**config.mk**
```make
export PLATFORM = sky130hd
export DESIGN_NAME = soft_knee_height_clip
export DESIGN_NICKNAME = d
export VERILOG_FILES = /design/src/sv/skhc_pkg.sv /design/src/sv/skhc_cfg.sv /design/src/sv/skhc_div_stage.sv /design/src/sv/skhc_weight.sv /design/src/sv/skhc_blend.sv /design/src/sv/soft_knee_height_clip.sv
export SDC_FILE = /design/constraint.sdc
export NUM_CORES = 2
export LEC_CHECK = 0
export ABC_AREA = 1
export BUFFER_PORTS_ARGS = -buffer_cell sky130_fd_sc_hd__clkbuf_2
export CELL_PAD_IN_SITES_DETAIL_PLACEMENT = 1
export CELL_PAD_IN_SITES_GLOBAL_PLACEMENT = 2
export CORE_ASPECT_RATIO = 1.75
export CORE_MARGIN = 5
export CORE_UTILIZATION = 43
export DETAILED_ROUTE_END_ITERATION = 6
export HOLD_SLACK_MARGIN = 0.02
export MAX_ROUTING_LAYER = met4
export PLACE_DENSITY_LB_ADDON = 0.1
export REMOVE_ABC_BUFFERS = 1
export SLEW_MARGIN = 20
export SYNTH_ARGS = -nofsm -noshare
export SYNTH_HDL_FRONTEND = slang
export SYNTH_HIERARCHICAL = 1
export SYNTH_SLANG_ARGS = --single-unit
export TNS_END_PERCENT = 30
```
**constraint.sdc**
```tcl
create_clock -name clk -period 21.3 [get_ports clk]
set_input_delay 1.065 -clock clk [delete_from_list [all_inputs] [get_ports clk]]
set_output_delay 1.065 -clock clk [all_outputs]
set_load 0.1 [all_outputs]
```
**src/sv/skhc_pkg.sv**
```systemverilog
// ----------------------------------------------------------------------------
// Soft knee height clip: shared package
// Constants, the configuration bundle, the divider stage payload and the
// conversions between signed samples and the unsigned unit interval.
// ----------------------------------------------------------------------------
package skhc_pkg;

	localparam int SAMPLE_BITS = 16;

	// Unit interval: HB fraction bits, values up to 1.0 inclusive need UW bits.
	localparam int HB = 16;
	localparam int UW = HB + 1;
	localparam logic [UW-1:0] UNIT_ONE = UW'(1) << HB;
	localparam logic [UW:0]   UNIT_THREE = (UW + 1)'(3) << HB;

	localparam int REG_BITS = 16;
	localparam logic [REG_BITS-1:0] REG_ONE = REG_BITS'(1) << (REG_BITS - 1);

	localparam int IDX_BITS = 2;
	localparam logic [IDX_BITS-1:0] REG_MODE = IDX_BITS'(0);
	localparam logic [IDX_BITS-1:0] REG_THR  = IDX_BITS'(1);
	localparam logic [IDX_BITS-1:0] REG_SOFT = IDX_BITS'(2);
	localparam logic [IDX_BITS-1:0] REG_STR  = IDX_BITS'(3);

	localparam logic [REG_BITS-1:0] THR_RESET  = REG_BITS'(16384);
	localparam logic [REG_BITS-1:0] SOFT_RESET = REG_BITS'(3277);
	localparam logic [REG_BITS-1:0] STR_RESET  = REG_BITS'(32768);

	// Restoring divider: quotient bits resolved per stage and number of stages.
	localparam int DIV_STEP   = 4;
	localparam int DIV_STAGES = HB / DIV_STEP;

	// How the smoothstep ramp value is obtained.
	localparam logic [1:0] T_ZERO = 2'd0;
	localparam logic [1:0] T_ONE  = 2'd1;
	localparam logic [1:0] T_DIV  = 2'd2;

	// Sample rescaling between SAMPLE_BITS and the HB-bit unit interval.
	localparam int DOWN = (SAMPLE_BITS > HB) ? SAMPLE_BITS - HB : 0;
	localparam int UP   = (SAMPLE_BITS < HB) ? HB - SAMPLE_BITS : 0;
	localparam int BW   = SAMPLE_BITS + HB;
	localparam int OW   = UW + DOWN + 1;
	localparam logic [OW-1:0] RND = OW'((1 << UP) >> 1);
	localparam logic [SAMPLE_BITS-1:0] HALF_CODE = SAMPLE_BITS'(1) << (SAMPLE_BITS - 1);
	localparam logic [SAMPLE_BITS-1:0] MAX_CODE  = HALF_CODE - SAMPLE_BITS'(1);

	typedef struct packed {
		logic                 mode;
		logic [UW-1:0]        thr;
		logic [HB-1:0]        soft_w;
		logic [UW-1:0]        den;
		logic signed [UW:0]   e0;
		logic [UW-1:0]        str;
	} cfg_t;

	typedef struct packed {
		logic [HB-1:0] h;
		logic [1:0]    tcase;
		logic [UW-1:0] rem;
		logic [HB-1:0] q;
	} div_t;

	function automatic logic [HB-1:0] to_unit(input logic [SAMPLE_BITS-1:0] s);
		logic [BW-1:0] biased;
		biased = BW'(s ^ HALF_CODE);
		return HB'((biased >> DOWN) << UP);
	endfunction

	function automatic logic [SAMPLE_BITS-1:0] to_sample(input logic [UW-1:0] r);
		logic [OW-1:0] u;
		if (UP > 0) begin
			u = (OW'(r) + RND) >> UP;
		end else begin
			u = OW'(r) << DOWN;
		end
		// Anything at or above the full code range saturates positive.
		if (|u[OW-1:SAMPLE_BITS]) begin
			return MAX_CODE;
		end
		return u[SAMPLE_BITS-1:0] ^ HALF_CODE;
	endfunction

endpackage

```
**src/sv/skhc_cfg.sv**
```systemverilog
// ----------------------------------------------------------------------------
// Soft knee height clip: configuration registers
// Holds the four registers and derives the saturated, doubled working values.
// ----------------------------------------------------------------------------
module skhc_cfg (
	input  logic                           clk,
	input  logic                           arst_n,
	input  logic                           wr_en,
	input  logic [skhc_pkg::IDX_BITS-1:0]  wr_index,
	input  logic [skhc_pkg::REG_BITS-1:0]  wr_data,
	output skhc_pkg::cfg_t                 cfg
);
	import skhc_pkg::*;

	logic                mode_q;
	logic [REG_BITS-1:0] thr_q;
	logic [REG_BITS-1:0] soft_q;
	logic [REG_BITS-1:0] str_q;
	logic [REG_BITS-1:0] thr_sat;
	logic [REG_BITS-1:0] soft_sat;
	logic [REG_BITS-1:0] str_sat;

	always_ff @(posedge clk or negedge arst_n) begin
		if (!arst_n) begin
			mode_q <= 1'b0;
			thr_q  <= THR_RESET;
			soft_q <= SOFT_RESET;
			str_q  <= STR_RESET;
		end else if (wr_en) begin
			unique case (wr_index)
				REG_MODE: mode_q <= wr_data[0];
				REG_THR:  thr_q  <= wr_data;
				REG_SOFT: soft_q <= wr_data;
				REG_STR:  str_q  <= wr_data;
				default: ;
			endcase
		end
	end

	assign thr_sat  = (thr_q  > REG_ONE) ? REG_ONE : thr_q;
	assign soft_sat = (soft_q > REG_ONE) ? REG_ONE : soft_q;
	assign str_sat  = (str_q  > REG_ONE) ? REG_ONE : str_q;

	always_comb begin
		cfg.mode   = mode_q;
		cfg.thr    = {thr_sat, 1'b0};
		cfg.soft_w = soft_sat;
		cfg.den    = {soft_sat, 1'b0};
		cfg.str    = {str_sat, 1'b0};
		// Lower window edge may fall below zero; it is kept signed.
		cfg.e0     = $signed({1'b0, thr_sat, 1'b0}) - $signed({2'b00, soft_sat});
	end

endmodule

```
**src/sv/skhc_div_stage.sv**
```systemverilog
// ----------------------------------------------------------------------------
// Soft knee height clip: divider stage
// One register stage of the restoring divider, resolving DIV_STEP quotient
// bits of the smoothstep ramp position.
// ----------------------------------------------------------------------------
module skhc_div_stage (
	input  logic                              clk,
	input  logic                              arst_n,
	input  logic                              v_in,
	input  skhc_pkg::div_t                    d_in,
	input  logic [skhc_pkg::UW-1:0]           den,
	output logic                              v_out,
	output skhc_pkg::div_t                    d_out
);
	import skhc_pkg::*;

	div_t d_nxt;

	always_comb begin
		logic [UW:0] sh;
		d_nxt = d_in;
		for (int i = 0; i < DIV_STEP; i++) begin
			sh = {d_nxt.rem, 1'b0};
			if (sh >= {1'b0, den}) begin
				d_nxt.rem = UW'(sh - {1'b0, den});
				d_nxt.q   = {d_nxt.q[HB-2:0], 1'b1};
			end else begin
				d_nxt.rem = sh[UW-1:0];
				d_nxt.q   = {d_nxt.q[HB-2:0], 1'b0};
			end
		end
	end

	always_ff @(posedge clk or negedge arst_n) begin
		if (!arst_n) begin
			v_out <= 1'b0;
		end else begin
			v_out <= v_in;
		end
	end

	always_ff @(posedge clk) begin
		d_out <= d_nxt;
	end

endmodule

```
**src/sv/skhc_weight.sv**
```systemverilog
// ----------------------------------------------------------------------------
// Soft knee height clip: smoothstep weight
// Maps the sample to the unit interval, locates it in the knee window,
// divides out the ramp position and evaluates t*t*(3-2t).
// ----------------------------------------------------------------------------
module skhc_weight (
	input  logic                                clk,
	input  logic                                arst_n,
	input  logic                                v_in,
	input  logic [skhc_pkg::SAMPLE_BITS-1:0]    sample,
	input  skhc_pkg::cfg_t                      cfg,
	output logic                                v_out,
	output logic [skhc_pkg::HB-1:0]             h_out,
	output logic [skhc_pkg::UW-1:0]             w_out
);
	import skhc_pkg::*;

	logic [HB-1:0]      h0;
	logic signed [UW:0] rel_pos;
	div_t               d0;
	logic               v_s1;
	div_t               d_s1;

	logic               dv   [DIV_STAGES+1];
	div_t               dd   [DIV_STAGES+1];

	logic [UW-1:0]      t;
	logic               v_s6;
	logic [HB-1:0]      h_s6;
	logic [UW-1:0]      t_s6;
	logic [2*UW-1:0]    t2_s6;
	logic [UW:0]        k;
	logic [3*UW:0]      prod;

	assign h0      = to_unit(sample);
	assign rel_pos = $signed({2'b00, h0}) - cfg.e0;

	always_comb begin
		d0.h   = h0;
		d0.q   = '0;
		d0.rem = rel_pos[UW-1:0];
		if (cfg.soft_w == '0) begin
			// No softness: a hard step at the threshold.
			d0.tcase = ({1'b0, h0} >= cfg.thr) ? T_ONE : T_ZERO;
		end else if (rel_pos <= 0) begin
			d0.tcase = T_ZERO;
		end else if (rel_pos >= $signed({1'b0, cfg.den})) begin
			d0.tcase = T_ONE;
		end else begin
			d0.tcase = T_DIV;
		end
	end

	always_ff @(posedge clk or negedge arst_n) begin
		if (!arst_n) begin
			v_s1 <= 1'b0;
		end else begin
			v_s1 <= v_in;
		end
	end

	always_ff @(posedge clk) begin
		d_s1 <= d0;
	end

	assign dv[0] = v_s1;
	assign dd[0] = d_s1;

	for (genvar g = 0; g < DIV_STAGES; g++) begin : g_div
		skhc_div_stage u_stage (
			.clk   (clk),
			.arst_n(arst_n),
			.v_in  (dv[g]),
			.d_in  (dd[g]),
			.den   (cfg.den),
			.v_out (dv[g+1]),
			.d_out (dd[g+1])
		);
	end

	always_comb begin
		case (dd[DIV_STAGES].tcase)
			T_ZERO:  t = '0;
			T_ONE:   t = UNIT_ONE;
			default: t = {1'b0, dd[DIV_STAGES].q};
		endcase
	end

	always_ff @(posedge clk or negedge arst_n) begin
		if (!arst_n) begin
			v_s6  <= 1'b0;
			v_out <= 1'b0;
		end else begin
			v_s6  <= dv[DIV_STAGES];
			v_out <= v_s6;
		end
	end

	assign k    = UNIT_THREE - {t_s6, 1'b0};
	assign prod = t2_s6 * k;

	always_ff @(posedge clk) begin
		h_s6  <= dd[DIV_STAGES].h;
		t_s6  <= t;
		t2_s6 <= t * t;
		h_out <= h_s6;
		w_out <= prod[2*HB+UW-1:2*HB];
	end

endmodule

```
**src/sv/skhc_blend.sv**
```systemverilog
// ----------------------------------------------------------------------------
// Soft knee height clip: blend and output
// Blends toward the clipped target by the weight, mixes with the original by
// the strength, and converts back to a saturated signed sample.
// ----------------------------------------------------------------------------
module skhc_blend (
	input  logic                                clk,
	input  logic                                arst_n,
	input  logic                                v_in,
	input  logic [skhc_pkg::HB-1:0]             h_in,
	input  logic [skhc_pkg::UW-1:0]             w_in,
	input  skhc_pkg::cfg_t                      cfg,
	output logic                                v_out,
	output logic [skhc_pkg::SAMPLE_BITS-1:0]    sample
);
	import skhc_pkg::*;

	logic [UW-1:0]   hx;
	logic [UW-1:0]   wm;
	logic [UW-1:0]   target;
	logic [UW-1:0]   diff1;
	logic [2*UW-1:0] prod1;

	logic            v_s1, v_s2, v_s3;
	logic [UW-1:0]   h_s1, h_s2, h_s3;
	logic [UW-1:0]   a_s1;
	logic            neg_s1;
	logic [UW-1:0]   p_s1;
	logic [UW-1:0]   clip_s2;

	logic [UW-1:0]   diff2;
	logic [2*UW-1:0] prod2;
	logic            neg_s3;
	logic [UW-1:0]   p_s3;
	logic [UW-1:0]   r;

	assign hx = {1'b0, h_in};

	always_comb begin
		if (cfg.mode) begin
			wm     = w_in;
			target = (hx > cfg.thr) ? hx : cfg.thr;
		end else begin
			wm     = UNIT_ONE - w_in;
			target = (hx < cfg.thr) ? hx : cfg.thr;
		end
	end

	// The product is truncated toward the starting point of each blend.
	assign diff1 = (hx >= target) ? hx - target : target - hx;
	assign prod1 = diff1 * wm;
	assign diff2 = (clip_s2 >= h_s2) ? clip_s2 - h_s2 : h_s2 - clip_s2;
	assign prod2 = diff2 * cfg.str;
	assign r     = neg_s3 ? h_s3 - p_s3 : h_s3 + p_s3;

	always_ff @(posedge clk or negedge arst_n) begin
		if (!arst_n) begin
			v_s1  <= 1'b0;
			v_s2  <= 1'b0;
			v_s3  <= 1'b0;
			v_out <= 1'b0;
		end else begin
			v_s1  <= v_in;
			v_s2  <= v_s1;
			v_s3  <= v_s2;
			v_out <= v_s3;
		end
	end

	always_ff @(posedge clk) begin
		h_s1    <= hx;
		a_s1    <= target;
		neg_s1  <= hx < target;
		p_s1    <= prod1[HB+UW-1:HB];
		h_s2    <= h_s1;
		clip_s2 <= neg_s1 ? a_s1 - p_s1 : a_s1 + p_s1;
		h_s3    <= h_s2;
		neg_s3  <= clip_s2 < h_s2;
		p_s3    <= prod2[HB+UW-1:HB];
		sample  <= to_sample(r);
	end

endmodule

```
**src/sv/soft_knee_height_clip.sv**
```systemverilog
// ----------------------------------------------------------------------------
// Soft knee height clip
// Smoothstep soft clip of signed height samples above or below a threshold,
// mixed with the original sample by a strength setting.
// ----------------------------------------------------------------------------
// Channel   Direction  Handshake            Payload
// input     in         start / busy         height_in
// result    out        done (strobe)        height_out
// config    in         cfg_valid/cfg_ready  cfg_index, cfg_data
//
// One sample enters per clock and its result appears on done after the weight
// pipeline (entry, four divider stages, two multiplier stages) and the blend
// pipeline (the two blends and the output register).
// The divider and multipliers are fully pipelined, so busy stays low and a
// transaction may follow in every cycle. The result side cannot stall.
// Reset clears the pipeline valid bits and loads the register defaults.
// ----------------------------------------------------------------------------
module soft_knee_height_clip (
	input  logic                                clk,
	input  logic                                arst_n,
	input  logic                                start,
	output logic                                busy,
	input  logic [skhc_pkg::SAMPLE_BITS-1:0]    height_in,
	output logic                                done,
	output logic [skhc_pkg::SAMPLE_BITS-1:0]    height_out,
	input  logic                                cfg_valid,
	output logic                                cfg_ready,
	input  logic [skhc_pkg::IDX_BITS-1:0]       cfg_index,
	input  logic [skhc_pkg::REG_BITS-1:0]       cfg_data
);
	import skhc_pkg::*;

	cfg_t          cfg;
	logic          w_valid;
	logic [HB-1:0] w_h;
	logic [UW-1:0] w_w;

	assign busy      = 1'b0;
	assign cfg_ready = 1'b1;

	skhc_cfg u_cfg (
		.clk     (clk),
		.arst_n  (arst_n),
		.wr_en   (cfg_valid & cfg_ready),
		.wr_index(cfg_index),
		.wr_data (cfg_data),
		.cfg     (cfg)
	);

	skhc_weight u_weight (
		.clk    (clk),
		.arst_n (arst_n),
		.v_in   (start & ~busy),
		.sample (height_in),
		.cfg    (cfg),
		.v_out  (w_valid),
		.h_out  (w_h),
		.w_out  (w_w)
	);

	skhc_blend u_blend (
		.clk    (clk),
		.arst_n (arst_n),
		.v_in   (w_valid),
		.h_in   (w_h),
		.w_in   (w_w),
		.cfg    (cfg),
		.v_out  (done),
		.sample (height_out)
	);

endmodule

```
==> impl_metrics.json <==
{
  "status": "finished clean",
  "finalSetupTns_ns": 0,
  "path_delay_family": "adder cells",
  "grt_max_degree": 65,
  "grt_use_total_pct": 32.0,
  "final_util_pct": 45.3,
  "ios": 57,
  "die_h_um": 599,
  "start_util_pct": 43.1,
  "dpl_cell_area_um2": 87700,
  "worstMarginPinSlew_ns": 1.27,
  "cts_inserted_buffers": 53,
  "grt_pass1_wl_mm": 495,
  "critical_path_cell_count": 42,
  "endpoint_kind": "register",
  "cts.clk_slew.worst_paths_ns": 0.07,
  "crit_type": "reg2reg",
  "clockBufferDepth": 3,
  "cts_tree": "built",
  "overflow": 0,
  "synth_area_um2": 85200,
  "drive_above_1_share_pct": 6.08,
  "rsz0062_at_grt": "no",
  "fin_nets": 13400,
  "cts.sinks": 490,
  "finalCriticalPeriod_ns": 11.76,
  "min_delay_path_depth": 0,
  "first_iter_violations": 3159,
  "vias_per_cell": 5.30,
  "hold_path_class": "reg2reg",
  "max_slew_margin_pct": 15.2,
  "routed_wirelength_mm": 326,
  "htreeDepth": 2,
  "dp_hpwl_mm": 279,
  "cts_root_buffer": "clkbuf_16",
  "fmax_ghz": 0.0850,
  "crit_buf_inv": 10,
  "synth.avg_cell_area_um2": 7.42,
  "hold_buffers": 0,
  "period_share_pct": 55.2,
  "detail_route.first_pass.iterations": 5,
  "crit_path_start_kind": "register",
  "layout-area-overhead-vs-synth_pct": 5.07,
  "critPathSlowestCell": "dfrtp_1",
  "crit_path_max_fanout": 17,
  "critPathMaxStageDelay_ns": 0.62,
  "hold_viol_final": 0,
  "ff2ff_path_depth": 42,
  "fin_area_um2": 89500,
  "required_ns": 21.90,
  "worstPathArrival_ns": 12.37,
  "netlist_instances": 11500,
  "cts_post_setup_buffers_inserted": 0,
  "drc_errors": 0,
  "antenna_left": 0,
  "setup_viol": 0,
  "finClkSkew_ns": 0.0295,
  "avgRoutedWirePerCell_um": 23.2,
  "clk_latency_ns": 0.69,
  "fp.dieW_um": 347,
  "gp_congestion": 0.959,
  "vias": 74600,
  "worst_path_most_repeated_cell": "nand2_1",
  "maxSlewViolCount": 0,
  "yosys_warnings": 6,
  "core_um2": 198000,
  "ctsResizeCount": 0,
  "drv_cap": 0,
  "num_rows": 216,
  "grt_pass1_vias": 84100,
  "grt_antenna_before_repair": 8,
  "port_buffers": 54,
  "die_area_um2": 208000
}
## path summary, 6_finish.rpt
| path | slack [ns] | endpoint | start |
|---|---|---|---|
| setup / recovery | 9.54 | u_blend/p_s1[9] | u_cfg/thr_q[15] |
| hold / removal | 0.32 | u_weight/g_div[1].u_stage/d_out[35] | u_weight/g_div[0].u_stage/d_out[35] |
| setup reg to reg | 9.54 | u_blend/p_s1[9] | u_cfg/thr_q[15] |
| hold reg to reg | 0.32 | u_weight/g_div[1].u_stage/d_out[35] | u_weight/g_div[0].u_stage/d_out[35] |
| max in group asynchronous | 20.18 | u_cfg/mode_q | arst_n |
| min in group asynchronous | 0.56 | u_blend/v_out | arst_n |
## layout make-up
class	instances	area, um^2
Inverter	2549	9600
Clock inverter	37	427
Fill cell	25100	108000
Antenna cell	7	17.5
Clock buffer	60	1410
Sequential cell	490	10100
Tap cell	2616	3270
Multi-Input combinational cell	8202	64000
Timing Repair Buffer	109	683
## layout by cell type (no fill, tap or decap), types with 26 or more instances in the layout
| master | n |
|---|---|
| clkbuf_2 | 54 |
| o21bai_1 | 40 |
| fa_1 | 1118 |
| a21o_1 | 41 |
| nand3b_1 | 26 |
| buf_4 | 55 |
| ha_1 | 883 |
| inv_1 | 2460 |
| nor4_1 | 32 |
| o21ai_0 | 349 |
| a31oi_1 | 38 |
| xor2_1 | 265 |
| nand2_1 | 2409 |
| clkbuf_16 | 53 |
| nor2_1 | 955 |
| conb_1 | 42 |
| o21ai_2 | 48 |
| nand2_2 | 168 |
| dfxtp_1 | 430 |
| a21oi_1 | 555 |
| nor3_1 | 80 |
| nand4_1 | 68 |
| o21ai_1 | 62 |
| nand2_4 | 60 |
| nand3_1 | 570 |
| dfrtp_1 | 50 |
| xnor2_1 | 156 |
| inv_2 | 65 |
## sequential cells by signal (all words and copies together) (netlist names), 17 cells and up
signal,flops
u_blend/p_s3,17
u_blend/p_s1,17
u_weight/d_s1,35
u_blend/a_s1,17
u_weight/w_out,17
u_blend/clip_s2,17
u_weight/g_div.u_stage/d_out,163
u_weight/t2_s6,33
## worst reg2reg max path, delay by kind of cell (launching register included)
family	cells	cell delay, ns
simple gates	19	4.10
xor+xnor	1	0.15
flops	1	0.62
compound gates	3	0.82
buf+inv	10	1.50
fa+ha+maj	9	4.49
## metrics by stage
step	setup slack (ns)	cells	hold WS (ns)
floorplan	11.29	11200	0.310
global placement	9.67	14000	0.310
detailed placement	9.44	14000	0.313
CTS	9.41	14100	0.311
global route	8.80	14100	0.320
finish	9.54	14100	0.316
## routing by layer
metal  vias to the layer above  global-route usage, %  routed length [um]
li1                      34800                      -                   -
met1                     37200                   29.9              110000
met2                      1595                   61.7              178000
met3                       929                   2.48                9030
met4                         0                   22.2               29100
met5                         -                      -                   0
Power is not shown: default switching activity piles up to over one toggle a cycle in this logic, so the estimate is an artifact.
